[config.mk]
export PLATFORM = sky130hd
export DESIGN_NAME = gjk_simplex_update
export DESIGN_NICKNAME = d
export VERILOG_FILES = /design/src/design/gsu_pkg.sv /design/src/design/gjk_simplex_update.sv
export SDC_FILE = /design/constraint.sdc
export NUM_CORES = 2
export LEC_CHECK = 0
export BUFFER_PORTS_ARGS = -buffer_cell sky130_fd_sc_hd__buf_4
export CORE_MARGIN = 3
export CORE_UTILIZATION = 38
export DETAILED_ROUTE_END_ITERATION = 10
export PLACE_DENSITY_LB_ADDON = 0.05
export SKIP_LAST_GASP = 1
export SLEW_MARGIN = 25
export SYNTH_ARGS = -nofsm -noshare
export SYNTH_HDL_FRONTEND = slang
export SYNTH_SLANG_ARGS = --single-unit
export TNS_END_PERCENT = 100
[constraint.sdc]
create_clock -name clk -period 48.7 [get_ports clk]
set_clock_uncertainty 0.15 [all_clocks]
set_input_delay 9.74 -clock clk [delete_from_list [all_inputs] [get_ports clk]]
set_output_delay 9.74 -clock clk [all_outputs]
set_load 0.02 [all_outputs]
[src/design/gsu_pkg.sv]
`timescale 1ns / 1ps
package gsu_pkg;

  localparam int COORD_BITS = 16;
  localparam int DIR_BITS   = 56;

  // Transaction modes
  localparam logic MODE_START = 1'b0;
  localparam logic MODE_ADD   = 1'b1;

  // Query status codes
  localparam logic [1:0] STAT_CONTINUE  = 2'd0;
  localparam logic [1:0] STAT_SEPARATED = 2'd1;
  localparam logic [1:0] STAT_OVERLAP   = 2'd2;

  typedef struct packed {
    logic                         mode;
    logic signed [COORD_BITS-1:0] point_x;
    logic signed [COORD_BITS-1:0] point_y;
    logic signed [COORD_BITS-1:0] point_z;
  } in_t;

  typedef struct packed {
    logic [1:0]                 status;
    logic signed [DIR_BITS-1:0] dir_x;
    logic signed [DIR_BITS-1:0] dir_y;
    logic signed [DIR_BITS-1:0] dir_z;
    logic [2:0]                 point_count;
  } out_t;

endpackage

[src/design/gjk_simplex_update.sv]
`timescale 1ns / 1ps
// A start transaction, or an add after the query has finished, shows its result in the
// cycle after acceptance. A live add runs its dot and cross products in turn, all on one
// 33-bit by 17-bit multiplier that takes each product in two halves, low and high.
// One transaction at a time: not ready while one is in flight or its result is stalled.
// Reset (rst, synchronous): empty simplex, zero direction, status continue.
module gjk_simplex_update (
  input  logic          clk,
  input  logic          rst,
  input  logic          in_valid,
  output logic          in_ready,
  input  gsu_pkg::in_t  in_data,
  output logic          out_valid,
  input  logic          out_ready,
  output gsu_pkg::out_t out_data
);
  import gsu_pkg::*;

  localparam int CB   = COORD_BITS;
  localparam int NB   = CB + 1;
  localparam int UW   = 2 * CB + 3;
  localparam int VW   = 3 * CB + 5;
  localparam int AMAX = (VW > DIR_BITS) ? VW : DIR_BITS;
  localparam int MX   = 33;
  localparam int PW   = MX + NB;
  localparam int AW   = AMAX + NB + 2;
  localparam int SW   = AMAX + 1;

  typedef enum logic [14:0] {
    S_IDLE  = 15'b000000000000001,
    S_CHECK = 15'b000000000000010,
    S_L_DOT = 15'b000000000000100,
    S_L_X1  = 15'b000000000001000,
    S_L_X2  = 15'b000000000010000,
    S_T_UP  = 15'b000000000100000,
    S_T_X1  = 15'b000000001000000,
    S_T_D1  = 15'b000000010000000,
    S_T_D2  = 15'b000000100000000,
    S_T_X3  = 15'b000001000000000,
    S_T_D3  = 15'b000010000000000,
    S_T_D4  = 15'b000100000000000,
    S_Q_X   = 15'b001000000000000,
    S_Q_D   = 15'b010000000000000,
    S_DONE  = 15'b100000000000000
  } step_t;

  typedef enum logic [2:0] {
    SRC_AB, SRC_AC, SRC_AD, SRC_AO, SRC_P, SRC_DIR, SRC_U, SRC_V
  } src_t;

  step_t step;
  logic signed [CB-1:0]       pts [4][3];
  logic signed [CB-1:0]       p [3];
  logic signed [DIR_BITS-1:0] dir [3];
  logic signed [UW-1:0]       u [3];
  logic signed [VW-1:0]       v [3];
  logic [2:0]                 size;
  logic [1:0]                 status;
  logic [1:0]                 qf;
  logic [4:0]                 cnt;
  logic signed [PW-1:0]       prod;
  logic signed [AW-1:0]       acc;

  logic signed [NB-1:0] ab [3];
  logic signed [NB-1:0] ac [3];
  logic signed [NB-1:0] ad [3];
  logic signed [NB-1:0] ao [3];

  logic                   op_cross;
  logic                   dest_v;
  src_t                   a_sel, b_sel;
  logic [4:0]             cnt_last;
  logic [3:0]             term;
  logic                   ph, half, negt, comp_end;
  logic [1:0]             k, ia, ib;
  logic signed [AMAX-1:0] a_op;
  logic signed [NB-1:0]   b_op;
  logic signed [MX-1:0]   mx;
  logic signed [AW-1:0]   pext, pterm, acc_next;
  logic                   dot_pos, dot_neg;
  logic [2:0]             size_grown;

  function automatic logic [1:0] next3(input logic [1:0] i);
    return (i == 2'd2) ? 2'd0 : i + 2'd1;
  endfunction

  function automatic logic signed [DIR_BITS-1:0] sat_dir(input logic signed [VW-1:0] x);
    logic signed [SW-1:0] e, hi, lo;
    e  = SW'(x);
    hi = {{(SW-DIR_BITS+1){1'b0}}, {(DIR_BITS-1){1'b1}}};
    lo = ~hi;
    if (e > hi) return DIR_BITS'(hi);
    if (e < lo) return DIR_BITS'(lo);
    return DIR_BITS'(e);
  endfunction

  // Edge vectors from the front point
  always_comb begin
    for (int i = 0; i < 3; i++) begin
      ab[i] = NB'(pts[1][i]) - NB'(pts[0][i]);
      ac[i] = NB'(pts[2][i]) - NB'(pts[0][i]);
      ad[i] = NB'(pts[3][i]) - NB'(pts[0][i]);
      ao[i] = -NB'(pts[0][i]);
    end
  end

  // Operation of the current step
  always_comb begin
    op_cross = 1'b0;
    dest_v   = 1'b0;
    a_sel    = SRC_AB;
    b_sel    = SRC_AO;
    unique case (step)
      S_CHECK: begin a_sel = SRC_DIR; b_sel = SRC_P; end
      S_L_DOT: begin a_sel = SRC_AB; end
      S_L_X1:  begin op_cross = 1'b1; a_sel = SRC_AB; end
      S_L_X2:  begin op_cross = 1'b1; dest_v = 1'b1; a_sel = SRC_U; b_sel = SRC_AB; end
      S_T_UP:  begin op_cross = 1'b1; a_sel = SRC_AB; b_sel = SRC_AC; end
      S_T_X1:  begin op_cross = 1'b1; dest_v = 1'b1; a_sel = SRC_U; b_sel = SRC_AC; end
      S_T_D1:  begin a_sel = SRC_V; end
      S_T_D2:  begin a_sel = SRC_AC; end
      S_T_X3:  begin op_cross = 1'b1; dest_v = 1'b1; a_sel = SRC_U; b_sel = SRC_AB; end
      S_T_D3:  begin a_sel = SRC_V; end
      S_T_D4:  begin a_sel = SRC_U; end
      S_Q_X: begin
        op_cross = 1'b1;
        case (qf)
          2'd0:    begin a_sel = SRC_AB; b_sel = SRC_AC; end
          2'd1:    begin a_sel = SRC_AC; b_sel = SRC_AD; end
          default: begin a_sel = SRC_AD; b_sel = SRC_AB; end
        endcase
      end
      S_Q_D:   begin a_sel = SRC_U; end
      S_IDLE, S_DONE: begin end
      default: begin end
    endcase
  end

  // Term decode: cross = 3 components x 2 products x 2 halves, dot = 3 x 2 halves
  always_comb begin
    cnt_last = op_cross ? 5'd24 : 5'd12;
    term     = cnt[4:1];
    ph       = cnt[0];
    half     = term[0];
    if (op_cross) begin
      k        = term[3:2];
      negt     = term[1];
      ia       = term[1] ? next3(next3(k)) : next3(k);
      ib       = term[1] ? next3(k) : next3(next3(k));
      comp_end = ph && term[1] && term[0];
    end else begin
      k        = term[2:1];
      negt     = 1'b0;
      ia       = term[2:1];
      ib       = term[2:1];
      comp_end = 1'b0;
    end
  end

  // Operand selection
  always_comb begin
    case (a_sel)
      SRC_AB:  a_op = AMAX'(ab[ia]);
      SRC_AC:  a_op = AMAX'(ac[ia]);
      SRC_AD:  a_op = AMAX'(ad[ia]);
      SRC_AO:  a_op = AMAX'(ao[ia]);
      SRC_P:   a_op = AMAX'(p[ia]);
      SRC_DIR: a_op = AMAX'(dir[ia]);
      SRC_U:   a_op = AMAX'(u[ia]);
      default: a_op = AMAX'(v[ia]);
    endcase
    case (b_sel)
      SRC_AB:  b_op = ab[ib];
      SRC_AC:  b_op = ac[ib];
      SRC_AD:  b_op = ad[ib];
      SRC_P:   b_op = NB'(p[ib]);
      default: b_op = ao[ib];
    endcase
    mx = half ? MX'($signed(a_op[AMAX-1:32])) : $signed({1'b0, a_op[31:0]});
  end

  // Accumulate the registered partial product
  always_comb begin
    pext     = AW'(prod);
    pterm    = half ? (pext <<< 32) : pext;
    acc_next = negt ? acc - pterm : acc + pterm;
    dot_pos  = !acc[AW-1] && (acc != '0);
    dot_neg  = acc[AW-1];
    size_grown = (size == 3'd4) ? 3'd4 : size + 3'd1;
  end

  // Sequencer and datapath registers
  always_ff @(posedge clk) begin
    if (rst) begin
      step   <= S_IDLE;
      size   <= '0;
      status <= STAT_CONTINUE;
      qf     <= '0;
      cnt    <= '0;
      acc    <= '0;
      for (int i = 0; i < 3; i++) begin
        dir[i] <= '0;
        for (int j = 0; j < 4; j++) pts[j][i] <= '0;
      end
    end else begin
      unique case (step)
        S_IDLE: begin
          if (in_valid) begin
            p[0] <= in_data.point_x;
            p[1] <= in_data.point_y;
            p[2] <= in_data.point_z;
            cnt  <= '0;
            acc  <= '0;
            if (in_data.mode == MODE_START || size == 3'd0) begin
              pts[0][0] <= in_data.point_x;
              pts[0][1] <= in_data.point_y;
              pts[0][2] <= in_data.point_z;
              dir[0]    <= -DIR_BITS'(in_data.point_x);
              dir[1]    <= -DIR_BITS'(in_data.point_y);
              dir[2]    <= -DIR_BITS'(in_data.point_z);
              size      <= 3'd1;
              status    <= STAT_CONTINUE;
              step      <= S_DONE;
            end else if (status != STAT_CONTINUE) begin
              step <= S_DONE;
            end else begin
              step <= S_CHECK;
            end
          end
        end
        S_DONE: begin
          if (out_ready) step <= S_IDLE;
        end
        default: begin
          if (cnt != cnt_last) begin
            // Multiply-accumulate phase
            cnt <= cnt + 5'd1;
            if (!ph) begin
              prod <= mx * b_op;
            end else if (comp_end) begin
              acc <= '0;
              if (dest_v) v[k] <= VW'(acc_next);
              else        u[k] <= UW'(acc_next);
            end else begin
              acc <= acc_next;
            end
          end else begin
            // Decision once the operation is complete
            cnt <= '0;
            acc <= '0;
            case (step)
              S_CHECK: begin
                if (!dot_pos) begin
                  status <= STAT_SEPARATED;
                  step   <= S_DONE;
                end else begin
                  pts[3] <= pts[2];
                  pts[2] <= pts[1];
                  pts[1] <= pts[0];
                  pts[0] <= p;
                  size   <= size_grown;
                  qf     <= '0;
                  case (size_grown)
                    3'd2:    step <= S_L_DOT;
                    3'd3:    step <= S_T_UP;
                    default: step <= S_Q_X;
                  endcase
                end
              end
              S_L_DOT: begin
                if (dot_pos) begin
                  step <= S_L_X1;
                end else begin
                  size <= 3'd1;
                  for (int i = 0; i < 3; i++) dir[i] <= DIR_BITS'(ao[i]);
                  step <= S_DONE;
                end
              end
              S_L_X1: step <= S_L_X2;
              S_L_X2: begin
                for (int i = 0; i < 3; i++) dir[i] <= sat_dir(v[i]);
                step <= S_DONE;
              end
              S_T_UP: step <= S_T_X1;
              S_T_X1: step <= S_T_D1;
              S_T_D1: step <= dot_pos ? S_T_D2 : S_T_X3;
              S_T_D2: begin
                size <= 3'd2;
                if (dot_pos) begin
                  pts[1] <= pts[2];
                  step   <= S_L_X1;
                end else begin
                  step <= S_L_DOT;
                end
              end
              S_T_X3: step <= S_T_D3;
              S_T_D3: begin
                if (dot_neg) begin
                  size <= 3'd2;
                  step <= S_L_DOT;
                end else begin
                  step <= S_T_D4;
                end
              end
              S_T_D4: begin
                if (dot_pos) begin
                  for (int i = 0; i < 3; i++) dir[i] <= DIR_BITS'(u[i]);
                end else begin
                  pts[1] <= pts[2];
                  pts[2] <= pts[1];
                  for (int i = 0; i < 3; i++) dir[i] <= -DIR_BITS'(u[i]);
                end
                step <= S_DONE;
              end
              S_Q_X: step <= S_Q_D;
              S_Q_D: begin
                if (dot_pos) begin
                  // Origin beyond this face: keep it as the triangle
                  size <= 3'd3;
                  case (qf)
                    2'd1: begin pts[1] <= pts[2]; pts[2] <= pts[3]; end
                    2'd2: begin pts[1] <= pts[3]; pts[2] <= pts[1]; end
                    default: begin end
                  endcase
                  step <= S_T_UP;
                end else if (qf == 2'd2) begin
                  status <= STAT_OVERLAP;
                  step   <= S_DONE;
                end else begin
                  qf   <= qf + 2'd1;
                  step <= S_Q_X;
                end
              end
              default: step <= S_IDLE;
            endcase
          end
        end
      endcase
    end
  end

  // Result port
  assign in_ready  = (step == S_IDLE);
  assign out_valid = (step == S_DONE);
  always_comb begin
    out_data.status      = status;
    out_data.dir_x       = dir[0];
    out_data.dir_y       = dir[1];
    out_data.dir_z       = dir[2];
    out_data.point_count = size;
  end

endmodule

# After elaboration in Yosys (flattened, before gate mapping)
# Memory sizes are Yosys's and may differ from the RTL's.
# Index checks and enable logic that the tools add are counted.
# classes
n_eq_ne	48
n_addsub	25
magnitude_cmp	8
n_bitwise	39
reduce_logical	30
n_mul	1
n_mux	251
# ops
op	n
$mux 56	39
$mux 48	10
$mux 75	6
$pmux 56 s7	1
$bmux 17 s2	8
$mux 17	16
$pmux 15 s12	1
$gt 53x56->1 const B	3
$lt 53x56->1 const B	3
$neg 16->56	3
$neg 35->56	3
$mux 16	10
$sub 16x16->17	9
$pmux 75 s2	1
$mux 15	9
$mux 1	104
$add 75x75->75	1
$reduce_bool 75->1	1
$sub 75x75->75	1
$pmux 17 s4	1
$bmux 16 s2	2
$neg 16->17	3
$mul 33x17->50	1
$mux 33	1
62 further kinds	165
# totals
elab_cells	416
regBits	200
out_inout_bits	175
inputBits	53
ramBits	624
memories	4
# memory_table
name	depth	word_bits	rd	rd_ports_with_merged_regs	wr	line	text
pts	4	48	4	0	4	gjk_simplex_update.sv:52	logic signed [CB-1:0] pts [4][3];
dir	3	56	4	0	3	gjk_simplex_update.sv:54	logic signed [DIR_BITS-1:0] dir [3];
v	3	53	4	0	1	gjk_simplex_update.sv:56	logic signed [VW-1:0] v [3];
u	3	35	4	0	1	gjk_simplex_update.sv:55	logic signed [UW-1:0] u [3];

# Longest topological paths before layout
# depth
ltp_word	22
mapped_depth	43
mapped_depth_nobuf	39

# Worst setup path before layout
# OpenSTA, ideal clock, no wires.
# synth_timing
path_kind	input to register
startpoint	in rst
endpoint	mem dir[0][0] (enable)
slack_ns	30.230
setup_time_ns	2.304
path_buffers	4
arrival_ns	16.016
required_ns	46.246
path_stages	8
path_cell_list	clkbuf_1 > nor3_1 > and2_1 > clkbuf_1 > clkbuf_1 > clkbuf_1 > nor3_1 > o21ai_0
# synth_lines
item	line	text
start, declared	gjk_simplex_update.sv:9	input logic rst,
end, declared	gjk_simplex_update.sv:54	

# Worst setup path in the final report
# layout_timing
startpoint	reg step[8]
endpoint	reg prod[47], data pin
# layout_via
elab_chain_len	11
word_cells_on_any_way	72
cone_classes	1 x mul; 21 x eq/ne; 38 x mux; 2 x bitwise; 7 x reduce/logical; 3 x memory
# layout_rtl
item	line	text
start, declared	gjk_simplex_update.sv:51	step_t step;
start signal, assigned	gjk_simplex_update.sv:286	S_T_D1: step <= dot_pos ? S_T_D2 : S_T_X3;
$eq 15x13->1 (tied with other cells)	gjk_simplex_update.sv:113	unique case (step)
$reduce_or 6->1 (no source line)	n/a	
$mux 1	gjk_simplex_update.sv:113	
$mux 2	gjk_simplex_update.sv:145	if (op_cross) begin
$not 2->3 (implied by the code)	n/a	
$bmux 16 s2 (tied with other cells)	gjk_simplex_update.sv:167	SRC_P: a_op = AMAX'(p[ia]);
$mux 16 (implied by the code) (tied with other cells) (2 in a row)	gjk_simplex_update.sv:167	
$pmux 56 s7	gjk_simplex_update.sv:162	case (a_sel)
$mux 33	gjk_simplex_update.sv:179	mx = half ? MX'($signed(a_op[AMAX-1:32])) : $signed({1'b0, a_op[31:0]});
$mul 33x17->50 (*)	gjk_simplex_update.sv:239	prod <= mx * b_op;
end signal, assigned	gjk_simplex_update.sv:239	
end, declared	gjk_simplex_update.sv:61	logic signed [PW-1:0] prod;
# Every way passes the cells marked *; elsewhere a longest branch is shown, timed or not. The select of a mux whose other input is x is not followed.
# A chain may end at the register's enable or synchronous reset.

==> out/results.tsv <==
stage	metric	value	unit
setup_path	critical path fanouts, max	47	
setup_path	Crit Reg-Reg Startpoint	step[8]	
yosys	Async S/R FF share, synth	0	%
layout	commonest non-fill, non-tap cell in the layout	nand2_1	
yosys	Seq/Total Area, Yosys	32.2	%
clocking	Setup Buffers After CTS	0	
clocking	Clock Path Buffers	3	
die	die width	467	um
clocking	worst skew pair latency	0.81	ns
detailed_routing	per-cell routed wire length	36.0	um
grt	vias in the first global route	72152	
detailed_routing	vias after detailed routing	74241	
clocking	# resized after CTS	0	
yosys	unique cell type count in the Yosys netlist	122	
clocking	H-Tree Depth	3	
setup_path	R2R Setup Slk	34.91	ns
placement	pre-CTS worst setup slack	34.87	ns
layout	synthesis-to-finish area growth	11.6	%
placement	I/O Buffers	227	
sta	Final Max Slew Viols	0	
sta	slew margin rel.	17.5	%
clocking	clk root buf	clkbuf_16	
detailed_routing	Final ANT Viol Nets	0	
setup_path	Crit path arrival time	14.12	ns
setup_path	cell mode on critical path	fa_1	
yosys	post-synthesis register bit count	912	
sta	Final min period	13.79	ns
detailed_routing	drt pass-1 iters	9	
sta	# setup viols final	0	
setup_path	Worst path slowest cell	a2111oi_0	
placement	DP Wirelength	330	mm
placement	Placed Area	86500	sq um
setup_path	CP Launch Type	flip-flop	
hold_path	worst hold path type	flip-flop to flip-flop	
layout	commonest non-fill, non-tap cells in the layout	nand2_1 (984), nor2_1 (806), edfxtp_1 (778)	
detailed_routing	DR vias/cell	6.29	
hold_path	hold path endpoint	acc[68]	
detailed_routing	final wirelength	425	mm
yosys	Yosys warnings	0	
die	site row count	168	
layout	share of layout cells above drive strength 1	9.76	%
grt	global-route wire length before repair	584	mm
die	DIE AREA	219000	sq um
grt	All-Layer GR Usage	38.0	%
die	die height	467	um
sta	unrepaired setup endpoints after global routing	false	
clocking	CTS Hold Buffers Added	0	
sta	Setup TNS Final	0	ns
layout	Final Core Density	42.9	%
die	I/O pins	228	
job	Max Cap Viol	0	
hold_path	Hold Crit Depth	2	
clocking	Clk pin slew, worst setup/hold paths	0.06	ns
yosys	Post-synth EDFFs	778	
detailed_routing	DRC	0	
yosys	cells after synthesis	8780	
yosys	Main synth FF type	edfxtp_1	
clocking	TritonCTS clock tree	done	
layout	Design Area, Final	90300	sq um
hold_path	hold_sp	acc[68]	
die	Core Region	211000	sq um
run_status	run status	finished, final reports clean	
clocking	CTS Buf Count	111	
die	initial cell density of the core	38.4	%
setup_path	Reg-to-Reg End	prod[47]	
grt	largest net degree at the start of global routing	131	
yosys	synth top area cells	edfxtp_1 (29%), fa_1 (14%), ha_1 (5.9%)	
setup_path	Worst EP required	49.03	ns
sta	Final Cycle Share	28.3	%
yosys	post-synth top area share	28.9	%
setup_path	critical path capture point type	flip-flop	
grt	initial antenna violation count	28	
placement	final RePlAce weighted congestion	1.05	
sta	fmax	72.5	MHz
clocking	clk sinks	912	
sta	Final Hold Viols	0	
yosys	Post-Syn Area per Cell	9.22	sq um
setup_path	Reg2Reg Depth	34	
sta	Worst Slack Setup Final	34.91	ns
sta	slew at the pin closest to its max-slew limit	1.23	ns
yosys	Syn Std Cell Area	80900	sq um
setup_path	WS Path Type	flip-flop to flip-flop	
grt	total grt overflow	0	
setup_path	crit-path max cell delay	0.84	ns
yosys	Yosys top cell by area	edfxtp_1	
layout	Final nets	9851	
yosys	synthesized net count	9760	
detailed_routing	DR iter-0 viols	9224	
[state kept, by name, summed over array words and instances, names as in the netlist]
register,cells
dir,168
p,48
step,15
u,140
v,212
cnt,5
qf,2
pts,192
acc,75
prod,50
size,3
status,2
[worst max path at each step]
stage                start    endpoint  slack (ns)  cells after the start
3_3_place_gp   in_data[25]  dir[1][42]       34.75                      9
2_1_floorplan          rst   dir[0][0]       30.23                      8
6_report           step[8]    prod[47]       34.91                     34
5_1_grt            step[8]    prod[47]       34.61                     34
4_1_cts            step[8]    prod[47]       35.13                     34
3_5_place_dp   in_data[48]  dir[1][42]       34.87                     10
[cells in the mapped netlist, drive strengths merged, types with 21 or more instances]
cell type,n
a222oi,27
o2111ai,30
or3,56
o22ai,77
a311oi,45
a22o,115
nand4,62
a21oi,533
nand2b,120
nand2,987
or2,44
o41ai,21
inv,736
a31oi,94
or4,28
o21a,64
a21o,151
ha,380
nor3,149
and3,52
buf,204
nor2,828
dfxtp,134
o31ai,51
fa,547
a221oi,34
xor2,160
nand3,234
a211oi,98
xnor2,272
and2,83
nor2b,71
o21ai,439
mux2i,174
nor4,76
clkbuf,273
o211ai,60
a22oi,96
a221o,61
edfxtp,778
[per-stage QoR]
step / hold slack (ns) / instances
after floorplan: 0.297 / 8780
after global placement: 0.323 / 11562
after detailed placement: 0.330 / 11563
after CTS: 0.340 / 11769
after global routing: 0.354 / 11773
final: 0.337 / 11798
[cell type report]
class | instances | area (sq um)
fill | 20904 | 120000
multi-input combinational | 6653 | 50800
sequential | 912 | 26100
tap | 2805 | 3510
timing repair buffer | 455 | 3440
clock buffer | 138 | 2920
inverter | 738 | 2770
clock inverter | 68 | 762
antenna | 29 | 72.6
[cells by family after synthesis]
family | after synthesis | share of synthesized area, %
AOI/OAI and AO/OA | 2251 | 19.1
buffers and inverters | 1215 | 6.09
and+or+nand+nor | 2855 | 16.2
DFF | 912 | 32.2
adders and majority gates | 927 | 19.4
muxes | 188 | 2.35
xor gates and xnor gates | 432 | 4.68
[per-layer routing]
layer / track usage [%] / up-vias / part of all wire, %
met2: 60.5 / 4040 / 45
met1: 46.4 / 37606 / 38
met5: 0.439 / - / 0.013
met4: 27.8 / 8 / 8.9
met3: 6.74 / 977 / 8.0
li1: - / 31610 / -
[critical path, delay by kind of cell (launching register included)]
family / cells / cell delay [ns]
XOR/XNOR: 1 / 0.11
AND/OR/NAND/NOR: 8 / 3.17
buffers and inverters: 6 / 0.97
adder cells (fa/ha/maj): 7 / 3.53
AO/OA/AOI/OAI: 12 / 5.12
flip-flops: 1 / 0.39
Power is left out: the tool's default activity adds up to more than one toggle a clock period on the data nets, which glitch-free logic cannot reach.
